===== src/rtl/larb_pkg.sv =====
`default_nettype none
package larb_pkg;

    localparam int NUM_SLOTS    = 8;
    localparam int TICKET_BITS  = 16;
    localparam int SLOT_BITS    = $clog2(NUM_SLOTS);
    localparam int TOTAL_BITS   = TICKET_BITS + SLOT_BITS;
    localparam int RND_BITS     = 31;
    localparam int DIV_CNT_BITS = $clog2(RND_BITS);

    localparam int KIND_W         = 2;
    localparam int SLOT_INDEX_W   = 3;
    localparam int TICKET_COUNT_W = 16;
    localparam int READY_MASK_W   = 8;
    localparam int RANDOM_VALUE_W = 31;
    localparam int WINNER_SLOT_W  = 3;

    typedef enum logic [KIND_W-1:0] {
        KIND_SET     = 2'd0,
        KIND_RELEASE = 2'd1,
        KIND_DRAW    = 2'd2
    } kind_t;

    typedef enum logic [2:0] {
        ST_IDLE,
        ST_SUM,
        ST_DIV,
        ST_SCAN,
        ST_FINISH
    } state_t;

endpackage
`default_nettype wire


===== src/rtl/larb_req_if.sv =====
`default_nettype none
interface larb_req_if;
    import larb_pkg::*;

    logic                      valid;
    logic                      ready;
    logic [KIND_W-1:0]         kind;
    logic [SLOT_INDEX_W-1:0]   slot_index;
    logic [TICKET_COUNT_W-1:0] ticket_count;
    logic [READY_MASK_W-1:0]   ready_mask;
    logic [RANDOM_VALUE_W-1:0] random_value;

    modport source (output valid, kind, slot_index, ticket_count, ready_mask, random_value,
                    input ready);
    modport sink   (input valid, kind, slot_index, ticket_count, ready_mask, random_value,
                    output ready);
endinterface
`default_nettype wire


===== src/rtl/larb_rsp_if.sv =====
`default_nettype none
interface larb_rsp_if;
    import larb_pkg::*;

    logic                     valid;
    logic                     ready;
    logic [WINNER_SLOT_W-1:0] winner_slot;
    logic                     winner_valid;

    modport source (output valid, winner_slot, winner_valid, input ready);
    modport sink   (input valid, winner_slot, winner_valid, output ready);
endinterface
`default_nettype wire


===== src/rtl/lottery_arbiter.sv =====
// Set and release transactions write the ticket table and give no result.
// A draw sums the tickets of the ready slots, runs a restoring division by one
// shared subtractor, scans the slots for the winner and loads the output register.
// With no ready tickets it skips the division and scan. It also waits while the previous
// result still waits in the output register; no new transaction meanwhile.
// rst_n (asynchronous, active low) clears the ticket table, sequencer and output.
`default_nettype none
module lottery_arbiter (
    input  wire        clk,
    input  wire        rst_n,
    larb_req_if.sink   req,
    larb_rsp_if.source rsp
);
    import larb_pkg::*;

    state_t state_reg, state_next;

    logic [TICKET_BITS-1:0]  table_reg [NUM_SLOTS];
    logic [NUM_SLOTS-1:0]    mask_reg, mask_next;
    logic [RND_BITS-1:0]     rnd_reg, rnd_next;
    logic [TOTAL_BITS-1:0]   total_reg, total_next;
    logic [TOTAL_BITS-1:0]   rem_reg, rem_next;
    logic [TOTAL_BITS-1:0]   running_reg, running_next;
    logic [SLOT_BITS-1:0]    idx_reg, idx_next;
    logic [DIV_CNT_BITS-1:0] cnt_reg, cnt_next;
    logic [SLOT_BITS-1:0]    win_slot_reg, win_slot_next;
    logic                    win_valid_reg, win_valid_next;
    logic                    out_valid_reg, out_valid_next;
    logic [WINNER_SLOT_W-1:0] out_slot_reg, out_slot_next;
    logic                    out_win_reg, out_win_next;

    logic                    tbl_we;
    logic [SLOT_BITS-1:0]    tbl_addr;
    logic [TICKET_BITS-1:0]  tbl_data;

    logic [TOTAL_BITS-1:0]   slot_tickets;
    logic [TOTAL_BITS-1:0]   acc_sum;
    logic [TOTAL_BITS:0]     rem_shift;
    logic                    last_slot;
    logic                    accept;

    assign req.ready        = (state_reg == ST_IDLE);
    assign accept           = req.valid && req.ready;
    assign rsp.valid        = out_valid_reg;
    assign rsp.winner_slot  = out_slot_reg;
    assign rsp.winner_valid = out_win_reg;

    assign slot_tickets = mask_reg[idx_reg] ? TOTAL_BITS'(table_reg[idx_reg]) : '0;
    assign acc_sum      = (state_reg == ST_SUM) ? total_reg + slot_tickets
                                                : running_reg + slot_tickets;
    assign rem_shift    = {rem_reg, rnd_reg[RND_BITS-1]};
    assign last_slot    = (idx_reg == SLOT_BITS'(NUM_SLOTS - 1));

    always_ff @(posedge clk or negedge rst_n)
    begin
        if (!rst_n)
        begin
            state_reg <= ST_IDLE;
        end
        else
        begin
            state_reg <= state_next;
        end
    end

    always_ff @(posedge clk or negedge rst_n)
    begin
        if (!rst_n)
        begin
            for (int i = 0; i < NUM_SLOTS; i++)
            begin
                table_reg[i] <= '0;
            end
            out_valid_reg <= 1'b0;
        end
        else
        begin
            if (tbl_we)
            begin
                table_reg[tbl_addr] <= tbl_data;
            end
            out_valid_reg <= out_valid_next;
        end
    end

    always_ff @(posedge clk)
    begin
        mask_reg      <= mask_next;
        rnd_reg       <= rnd_next;
        total_reg     <= total_next;
        rem_reg       <= rem_next;
        running_reg   <= running_next;
        idx_reg       <= idx_next;
        cnt_reg       <= cnt_next;
        win_slot_reg  <= win_slot_next;
        win_valid_reg <= win_valid_next;
        out_slot_reg  <= out_slot_next;
        out_win_reg   <= out_win_next;
    end

    always_comb
    begin
        state_next     = state_reg;
        mask_next      = mask_reg;
        rnd_next       = rnd_reg;
        total_next     = total_reg;
        rem_next       = rem_reg;
        running_next   = running_reg;
        idx_next       = idx_reg;
        cnt_next       = cnt_reg;
        win_slot_next  = win_slot_reg;
        win_valid_next = win_valid_reg;
        out_slot_next  = out_slot_reg;
        out_win_next   = out_win_reg;
        out_valid_next = out_valid_reg && !rsp.ready;
        tbl_we         = 1'b0;
        tbl_addr       = SLOT_BITS'(req.slot_index);
        tbl_data       = '0;

        unique case (state_reg)
            ST_IDLE:
            begin
                if (accept)
                begin
                    unique case (req.kind)
                        KIND_SET:
                        begin
                            tbl_we   = (int'(req.slot_index) < NUM_SLOTS);
                            tbl_data = TICKET_BITS'(req.ticket_count);
                        end
                        KIND_RELEASE:
                        begin
                            tbl_we   = (int'(req.slot_index) < NUM_SLOTS);
                        end
                        KIND_DRAW:
                        begin
                            mask_next  = NUM_SLOTS'(req.ready_mask);
                            rnd_next   = RND_BITS'(req.random_value);
                            total_next = '0;
                            idx_next   = '0;
                            state_next = ST_SUM;
                        end
                        default:
                        begin
                        end
                    endcase
                end
            end
            ST_SUM:
            begin
                total_next = acc_sum;
                idx_next   = idx_reg + 1'b1;
                if (last_slot)
                begin
                    rem_next = '0;
                    cnt_next = DIV_CNT_BITS'(RND_BITS - 1);
                    if (acc_sum == '0)
                    begin
                        win_valid_next = 1'b0;
                        win_slot_next  = '0;
                        state_next     = ST_FINISH;
                    end
                    else
                    begin
                        state_next = ST_DIV;
                    end
                end
            end
            ST_DIV:
            begin
                if (rem_shift >= {1'b0, total_reg})
                begin
                    rem_next = TOTAL_BITS'(rem_shift - {1'b0, total_reg});
                end
                else
                begin
                    rem_next = TOTAL_BITS'(rem_shift);
                end
                rnd_next = {rnd_reg[RND_BITS-2:0], 1'b0};
                cnt_next = cnt_reg - 1'b1;
                if (cnt_reg == '0)
                begin
                    running_next = '0;
                    idx_next     = '0;
                    state_next   = ST_SCAN;
                end
            end
            ST_SCAN:
            begin
                running_next = acc_sum;
                idx_next     = idx_reg + 1'b1;
                if (mask_reg[idx_reg] && (acc_sum > rem_reg))
                begin
                    win_valid_next = 1'b1;
                    win_slot_next  = idx_reg;
                    state_next     = ST_FINISH;
                end
                else if (last_slot)
                begin
                    win_valid_next = 1'b0;
                    win_slot_next  = '0;
                    state_next     = ST_FINISH;
                end
            end
            ST_FINISH:
            begin
                if (!out_valid_reg || rsp.ready)
                begin
                    out_valid_next = 1'b1;
                    out_slot_next  = WINNER_SLOT_W'(win_slot_reg);
                    out_win_next   = win_valid_reg;
                    state_next     = ST_IDLE;
                end
            end
            default:
            begin
                state_next = ST_IDLE;
            end
        endcase
    end

endmodule
`default_nettype wire


===== src/flat_wrapper.sv =====
// flat-port wrapper written by rule: the top's interface ports become plain ports
module lottery_arbiter_flat import larb_pkg::*;
  (clk, rst_n, req_valid, req_kind, req_slot_index, req_ticket_count, req_ready_mask, req_random_value, req_ready, rsp_valid, rsp_winner_slot, rsp_winner_valid, rsp_ready);
  larb_req_if req_i ();
  larb_rsp_if rsp_i ();
  input  wire clk;
  input  wire rst_n;
  input wire logic [$bits(req_i.valid)-1:0] req_valid;
  input wire logic [$bits(req_i.kind)-1:0] req_kind;
  input wire logic [$bits(req_i.slot_index)-1:0] req_slot_index;
  input wire logic [$bits(req_i.ticket_count)-1:0] req_ticket_count;
  input wire logic [$bits(req_i.ready_mask)-1:0] req_ready_mask;
  input wire logic [$bits(req_i.random_value)-1:0] req_random_value;
  output wire logic [$bits(req_i.ready)-1:0] req_ready;
  output wire logic [$bits(rsp_i.valid)-1:0] rsp_valid;
  output wire logic [$bits(rsp_i.winner_slot)-1:0] rsp_winner_slot;
  output wire logic [$bits(rsp_i.winner_valid)-1:0] rsp_winner_valid;
  input wire logic [$bits(rsp_i.ready)-1:0] rsp_ready;
  assign req_i.valid = req_valid;
  assign req_i.kind = req_kind;
  assign req_i.slot_index = req_slot_index;
  assign req_i.ticket_count = req_ticket_count;
  assign req_i.ready_mask = req_ready_mask;
  assign req_i.random_value = req_random_value;
  assign req_ready = req_i.ready;
  assign rsp_valid = rsp_i.valid;
  assign rsp_winner_slot = rsp_i.winner_slot;
  assign rsp_winner_valid = rsp_i.winner_valid;
  assign rsp_i.ready = rsp_ready;
  lottery_arbiter u_core (.clk(clk), .rst_n(rst_n), .req(req_i), .rsp(rsp_i));
endmodule

===== config.mk =====
export PLATFORM = sky130hd
export DESIGN_NAME = lottery_arbiter_flat
export DESIGN_NICKNAME = d
export VERILOG_FILES = /design/src/rtl/larb_pkg.sv /design/src/rtl/larb_req_if.sv /design/src/rtl/larb_rsp_if.sv /design/src/rtl/lottery_arbiter.sv /design/src/flat_wrapper.sv
export SDC_FILE = /design/constraint.sdc
export NUM_CORES = 1
export LEC_CHECK = 0
export BUFFER_PORTS_ARGS = -buffer_cell sky130_fd_sc_hd__buf_2
export CAP_MARGIN = 20
export CORE_AREA = 5 5 158 160
export DETAILED_ROUTE_END_ITERATION = 8
export DIE_AREA = 0 0 163 165
export GPL_TIMING_DRIVEN = 0
export MAX_ROUTING_LAYER = met4
export PLACE_DENSITY = 0.76
export SLEW_MARGIN = 20
export SYNTH_ARGS = -nofsm -noshare
export SYNTH_HDL_FRONTEND = slang
export SYNTH_SLANG_ARGS = --single-unit

===== constraint.sdc =====
create_clock -name clk -period 5.5 [get_ports clk]
set_clock_uncertainty 0.05 [all_clocks]
set_input_delay 1.1 -clock clk [delete_from_list [all_inputs] [get_ports clk]]
set_output_delay 1.1 -clock clk [all_outputs]
set_load 0.02 [all_outputs]

==> results of run 1 <==
==> worst reg2reg max path, delay by kind of cell, from the launching register on <==
kind | cells | cell delay (ns)
xor gates and xnor gates | 1 | 0.17
adders and majority gates | 3 | 0.86
muxes | 2 | 0.72
buffers and inverters | 3 | 0.38
AOI/OAI and AO/OA | 7 | 1.52
and+or+nand+nor | 7 | 1.11
DFF | 1 | 0.38
==> worst max-delay path by stage <==
stage                             endpoint  slack [ns]              start
detailed placement  u_core.win_slot_reg[0]       -1.23  u_core.idx_reg[0]
global placement    u_core.win_slot_reg[0]       -1.17  u_core.idx_reg[0]
finish                u_core.win_valid_reg        0.04  u_core.idx_reg[0]
floorplan           u_core.win_slot_reg[0]        0.12  u_core.idx_reg[0]
global route          u_core.win_valid_reg       -0.10  u_core.idx_reg[0]
CTS                   u_core.win_valid_reg       0.002  u_core.idx_reg[0]
==> through the flow <==
stage	setup WS, ns	TNS [ns]	instance area (um^2)	cells
floorplan	0.116	0	12900	1263
global placement	-1.17	-10.27	13600	1651
detailed placement	-1.23	-10.82	13700	1654
CTS	0.00176	0	15100	1723
global route	-0.103	-0.464	15500	1733
finish	0.0438	0	15500	1733
==> cells by family (layout without fill, tap and decap cells) <==
kind of cell / Yosys count / count (layout) / share of synthesized area
and+or+nand+nor: 476 / 476 / 0.158
AOI/OAI and AO/OA: 265 / 265 / 0.123
DFF: 244 / 244 / 0.517
buffers and inverters: 121 / 272 / 0.0362
muxes: 66 / 66 / 0.0852
adders and majority gates: 60 / 60 / 0.0594
xor gates and xnor gates: 31 / 31 / 0.0216
==> metal layers <==
| metal | part of all wire | vias to the layer above |
|---|---|---|
| li1 | - | 4699 |
| met1 | 0.40 | 4907 |
| met2 | 0.51 | 305 |
| met3 | 0.055 | 75 |
| met4 | 0.036 | 0 |
| met5 | 0 | - |
==> power breakdown <==
part / switching, mW / internal (mW) / leakage, nW / total [mW]
Clock: 0.771 / 1.23 / 0.470 / 2.00
Sequential: 0.00616 / 1.93 / 2.95 / 1.93
Combinational: 0.129 / 0.0677 / 3.16 / 0.197
Total: 0.906 / 3.22 / 6.59 / 4.13
==> what timing repair did <==
item                       4_1_cts  5_1_grt
setup endpoints to repair       11        9
pin swaps                       16       29
gates resized for setup         52       63
setup buffers                   22       11
hold buffers                     0        0
==> placed cells by master (no fill, tap or decap), types with 6 or more instances in the layout <==
cell type | synthesis | final
a21o_1 | 16 | 15
a21oi_1 | 33 | 29
and2_1 | 7 | 7
and3_1 | 9 | 8
buf_2 | 7 | 70
buf_4 | 1 | 31
buf_6 | 0 | 7
bufinv_16 | 0 | 6
clkbuf_1 | 47 | 37
clkbuf_16 | 0 | 28
clkbuf_2 | 0 | 6
clkinvlp_4 | 0 | 6
dfrtp_1 | 132 | 132
edfxtp_1 | 112 | 112
ha_1 | 58 | 45
ha_2 | 0 | 7
ha_4 | 0 | 6
inv_1 | 62 | 59
mux2i_1 | 31 | 30
mux4_2 | 34 | 34
nand2_1 | 284 | 282
nand3_1 | 17 | 15
nand4_1 | 9 | 9
nor2_1 | 99 | 96
nor2b_1 | 6 | 6
nor3_1 | 12 | 10
o21a_1 | 7 | 7
o21ai_0 | 138 | 132
o21ai_1 | 24 | 24
o21ai_2 | 0 | 6
o21bai_1 | 6 | 6
xnor2_1 | 16 | 12
xor2_1 | 14 | 10
==> layout make-up <==
type / instances / area [um^2]
Buffer: 55 / 293
Clock buffer: 29 / 714
Clock inverter: 19 / 280
Fill cell: 1747 / 7790
Inverter: 64 / 240
Multi-Input combinational cell: 898 / 6190
Sequential cell: 244 / 6670
Tap cell: 319 / 399
Timing Repair Buffer: 105 / 684
==> impl_metrics.csv, run 1 <==
group,metric,value,unit
final_layout,nNetsFinal,1518,
synth,seq_area_frac_synth,0.517,
synth,avgSynthCellArea,10.2,um^2
cts,htreeDepth,1,
cts,cts.root.buffer_cell,"clkbuf_16",
placement,place.gp.congestion,0.841,
placement,io_buffers,69,
synth,async_flop_share,0.541,
floorplanning,initial_utilization,0.554,
global_routing,use_met3,0.0392,
final_layout,largest_reg_flops,128,
cts,clk_latency,0.54,ns
global_routing,use_met2,0.416,
cts,path_clk_slew,0.06,ns
detailed_routing,drt-wirelength-per-cell,18.7,um
global_routing,antenna_found_initial,0,
critical_path,worstPathCellList,"buf_6 > buf_12 > mux4_2 > mux2i_4 > nor2_4 > ha_4 > fa_2 > a211oi_4 > o21bai_4 > a21oi_4 > nor2_4 > o311ai_4 > xnor2_2 > inv_2 > ha_4 > nand4_1 > or3_4 > o31ai_4 > nor2_2 > o31ai_4 > nand2_2 > and4_4 > a21o_4",
detailed_routing,dr.pass1.iters,5,
final_layout,area_delta_synth_final,20.0,%
critical_path,cp_max_fo,7,
detailed_routing,drt_iter0_drc,703,
cts,cts_max_path_buffers,3,
sta,slew-limit-headroom,0.483,
final_layout,diodes,0,
cts,cts_tree,"done",
critical_path,reg2reg_depth,23,
critical_path,cp-start-kind,"register",
run,cap_violations,0,
detailed_routing,via_per_inst,5.76,
detailed_routing,routed_wl,32400,um
global_routing,grt_pass1_wl,51300,um
power_and_ir_drop,p_leak,6.59,nW
critical_path,cp_num_cells,23,
final_layout,final_util,0.665,
critical_path,rr_startpoint,"u_core.idx_reg[0]",
floorplanning,die-width,163,um
critical_path,crit_buf_inv,3,
sta,drv_slew,0,
critical_path,r2r_setup_slack,0.04,ns
power_and_ir_drop,max-vdd-ir-drop,0.282,mV
synth,synth.ff_latch_count,244,
detailed_routing,ant_nets,0,
power_and_ir_drop,p_per_area,267,mW/mm^2
global_routing,grtUsageTotal,0.245,
critical_path,path_delay_family,"compound AO/OA/AOI/OAI gates",
critical_path,cp_slowest_cell,"mux4_2",
floorplanning,fp.dieArea,0.0269,mm^2
synth,synth_commonest_cells,"nand2_1, o21ai_0, dfrtp_1",
critical_path,end_kind,"register",
synth,ys_types,68,
final_layout,layout-drive-gt1-share,0.204,
cts,clock_sinks,244,
cts,cts_buffers,26,
synth,synth_warnings,0,
synth,synth_area,0.0129,mm^2
detailed_routing,vias,9986,
sta,setup_violations,0,
detailed_routing,drc,0,
outcome,status,"complete, no violations",
synth,post-synth-top-area-fraction,0.261,
synth,synth.largest_area_cell,"edfxtp_1",
critical_path,worstReg2RegEnd,"u_core.win_valid_reg",
placement,dpl.hpwl,22600,um
sta,min_period,5.46,ns
synth,synth_edf_count,112,
floorplanning,num_rows,56,
synth,synth_flop_cell,"dfrtp_1",
global_routing,grtUsageMet1,0.301,
sta,period_share,0.992,
critical_path,worstPathArrival,5.69,ns
power_and_ir_drop,design_power_total,4.13,mW
floorplanning,ios,70,
critical_path,required,5.74,ns
sta,whs,0.365,ns
synth,syn-num-nets,1387,
synth,yosysMostFrequentCell,"nand2_1",
sta,worstMarginPinSlew,0.773,ns
worst_hold_path,hold_class,"input pin to asynchronous set/reset pin",
sta,hold_viol,0,
global_routing,grt_max_degree,101,
global_routing,overflow,0,
critical_path,critical_path_class,"register to register",
critical_path,max_stage_delay,0.53,ns
synth,synthTopCellsByArea,"edfxtp_1, dfrtp_1, nand2_1",
global_routing,busiest_layer,"met2",
sta,timing.fmax,0.183,GHz
global_routing,grt_pass1_vias,10023,
synth,netlist_instances,1263,
floorplanning,dieHeight,165,um
floorplanning,fp.coreArea,0.0233,mm^2
No activity file was read; power rests on OpenSTA's default activity.
==> run 2, diff against run 1 <==
--- a/config.mk
+++ b/config.mk
@@ -5,11 +5,12 @@
 export SDC_FILE = /design/constraint.sdc
 export NUM_CORES = 1
 export LEC_CHECK = 0
+export ABC_AREA = 1
 export BUFFER_PORTS_ARGS = -buffer_cell sky130_fd_sc_hd__buf_2
 export CAP_MARGIN = 20
-export CORE_AREA = 5 5 158 160
+export CORE_AREA = 5 5 163 165
 export DETAILED_ROUTE_END_ITERATION = 8
-export DIE_AREA = 0 0 163 165
+export DIE_AREA = 0 0 168 170
 export GPL_TIMING_DRIVEN = 0
 export MAX_ROUTING_LAYER = met4
 export PLACE_DENSITY = 0.76
==> run 2 against run 1 <==
Effect of this change:
- area after synthesis is 6.1% higher
- fmax rose by 4.2%
- worst setup slack improved by 0.22 ns
- sequential share of layout area shrank 0.20 points
- cell count up 24%
- clock-buffer cell count grew 5
- clock power decreased by 7%
- via count grew 20%
- critical path depth is 5 higher
- total power rose to 2.6 times the previous value
- sequential power is 56% higher
- global-route usage increased by 2.4 points
==> impl_metrics.csv, run 2 <==
group,metric,value,unit
outcome,status,"complete, no violations",
sta,drv_slew,0,
final_layout,area_delta_synth_final,13.5,%
floorplanning,dieHeight,170,um
placement,pre_cts_ws,-0.213,ns
synth,avgSynthCellArea,8.09,um^2
cts,cts_tree,"done",
cts,path_clk_slew,0.06,ns
critical_path,end_kind,"register",
final_layout,final_util,0.624,
sta,hold_viol,0,
final_layout,mostFrequentLayoutCells,"nand2_1, inv_1, a21oi_1",
cts,cts_max_path_buffers,3,
global_routing,antenna_found_initial,1,
sta,setup_slack,0.263,ns
cts,htreeDepth,1,
critical_path,cp_slowest_cell,"edfxtp_1",
critical_path,cp_max_fo,10,
synth,ys_types,44,
sta,whs,0.375,ns
placement,dpl.hpwl,29200,um
critical_path,cp-start-kind,"register",
final_layout,nNetsFinal,1922,
sta,min_period,5.24,ns
cts,clock_sinks,244,
synth,synth_commonest_cells,"nand2_1, inv_1, a21oi_1",
critical_path,crit_buf_inv,5,
detailed_routing,ant_nets,0,
synth,synth_warnings,0,
synth,synth.ff_latch_count,244,
detailed_routing,via_per_inst,5.55,
floorplanning,initial_utilization,0.550,
detailed_routing,vias,11937,
final_layout,layout-drive-gt1-share,0.109,
placement,io_buffers,69,
floorplanning,die-width,168,um
sta,setup_violations,0,
power_and_ir_drop,design_power_total,10.7,mW
detailed_routing,drc,0,
global_routing,grtUsageTotal,0.269,
detailed_routing,dr.pass1.iters,5,
critical_path,required,5.68,ns
detailed_routing,drt_iter0_drc,1278,
global_routing,overflow,0,
synth,syn-num-nets,1816,
sta,slew-limit-headroom,0.287,
global_routing,grt_max_degree,70,
critical_path,cp_common_cell,"nand2_1",
detailed_routing,drt-wirelength-per-cell,17.7,um
power_and_ir_drop,p_leak,7.46,nW
sta,period_share,0.952,
sta,timing.fmax,0.191,GHz
synth,synth_edf_count,112,
floorplanning,num_rows,58,
placement,place.gp.congestion,0.954,
power_and_ir_drop,max-vdd-ir-drop,0.434,mV
synth,synth.largest_area_cell,"edfxtp_1",
synth,netlist_instances,1692,
floorplanning,fp.coreArea,0.0249,mm^2
synth,yosysMostFrequentCell,"nand2_1",
run,cap_violations,0,
floorplanning,ios,70,
cts,clk_latency,0.54,ns
global_routing,grt_pass1_vias,11285,
cts,hold_buffers,0,
synth,synthTopCellsByArea,"edfxtp_1, dfrtp_1, nand2_1",
floorplanning,fp.dieArea,0.0286,mm^2
synth,post-synth-top-area-fraction,0.246,
final_layout,largest_reg_flops,128,
critical_path,max_stage_delay,0.50,ns
cts,cts_buffers,27,
critical_path,path_delay_family,"simple AND/OR/NAND/NOR gates",
synth,async_flop_share,0.541,
final_layout,final_common_cell,"nand2_1",
detailed_routing,routed_wl,38000,um
synth,seq_area_frac_synth,0.487,
cts,cts.root.buffer_cell,"clkbuf_16",
power_and_ir_drop,p_per_area,689,mW/mm^2
critical_path,critical_path_class,"register to register",
synth,synth_flop_cell,"dfrtp_1",
sta,worstMarginPinSlew,1.06,ns
worst_hold_path,hold_class,"register to register",
critical_path,worstPathArrival,5.42,ns
synth,synth_area,0.0137,mm^2
global_routing,grt_pass1_wl,59700,um
-- run 2: cell count changes after synthesis, sizes merged, moves of 34 or more --
cell,before,now
mux4,34,0
inv,64,239
o21ai,163,232
nand3,17,51
a21oi,37,184
nand2,285,384
nor2,101,146
-- run 2: what timing repair did --
item | in CTS | in global routing
resized for setup | 1 | 12
buffers inserted | 1 | 4
endpoints found under the setup margin | 4 | 8
-- run 2: final cells by class --
cell class | count | area, um^2
fill | 2166 | 9350
sequential | 244 | 6670
multi-input combinational | 1133 | 5800
inverter | 241 | 906
clock buffer | 34 | 742
timing repair buffer | 79 | 485
tap | 330 | 413
buffer | 72 | 350
clock inverter | 15 | 170
antenna | 1 | 2.50
-- run 2: metal layers --
metal | global-route usage | wire length (um) | share of wire
met2 | 0.425 | 17300 | 0.46
met1 | 0.353 | 16100 | 0.42
met3 | 0.0451 | 2950 | 0.078
met4 | 0.0992 | 1640 | 0.043
met5 | - | 0 | 0
-- run 2: final timing paths --
| kind | slack (ns) | to | cells past startpoint | from |
|---|---|---|---|---|
| max | 0.26 | u_core.win_slot_reg[2] | 28 | u_core.idx_reg[0] |
| min | 0.38 | u_core.rsp.winner_valid | 0 | u_core.win_valid_reg |
| max reg2reg | 0.26 | u_core.win_slot_reg[2] | 28 | u_core.idx_reg[0] |
| min reg2reg | 0.38 | u_core.rsp.winner_valid | 0 | u_core.win_valid_reg |
| max in group asynchronous | 4.22 | u_core.table_reg[79] | 2 | rst_n |
| min in group asynchronous | 0.46 | u_core.table_reg[104] | 1 | rst_n |
-- run 2: stage by stage --
step	TNS (ns)	cells	instance area (um^2)
after global routing	-0.0347	2149	15500
final	0	2149	15500
after detailed placement	-0.850	2096	14600
after CTS	0	2145	15500
after global placement	-0.460	2091	14400
after floorplan	0	1692	13700
-- run 2: worst register-to-register path: cells and delay by family (launching register included) --
kind / cells / cell delay [ns]
AOI/OAI and AO/OA: 4 / 0.55
buffers and inverters: 5 / 0.84
and+or+nand+nor: 16 / 1.97
DFF: 1 / 0.50
adders and majority gates: 3 / 1.00
-- run 2: kinds of logic (layout without fill, tap and decap cells) --
kind of cell             count (synthesis)  in the layout  share of synthesized area
AND/OR/NAND/NOR                        615            615                      0.186
AO/OA/AOI/OAI                          435            435                      0.165
buffers and inverters                  315            441                     0.0912
flip-flops                             244            244                      0.487
adder cells (fa/ha/maj)                 60             60                     0.0560
XOR/XNOR                                23             23                     0.0147
other                                    0              1                          0
-- run 2: power by group --
group / total [mW] / switching [mW] / internal, mW
registers: 3.01 / 0.273 / 2.73
clock network: 1.86 / 0.759 / 1.10
logic: 5.84 / 3.92 / 1.92
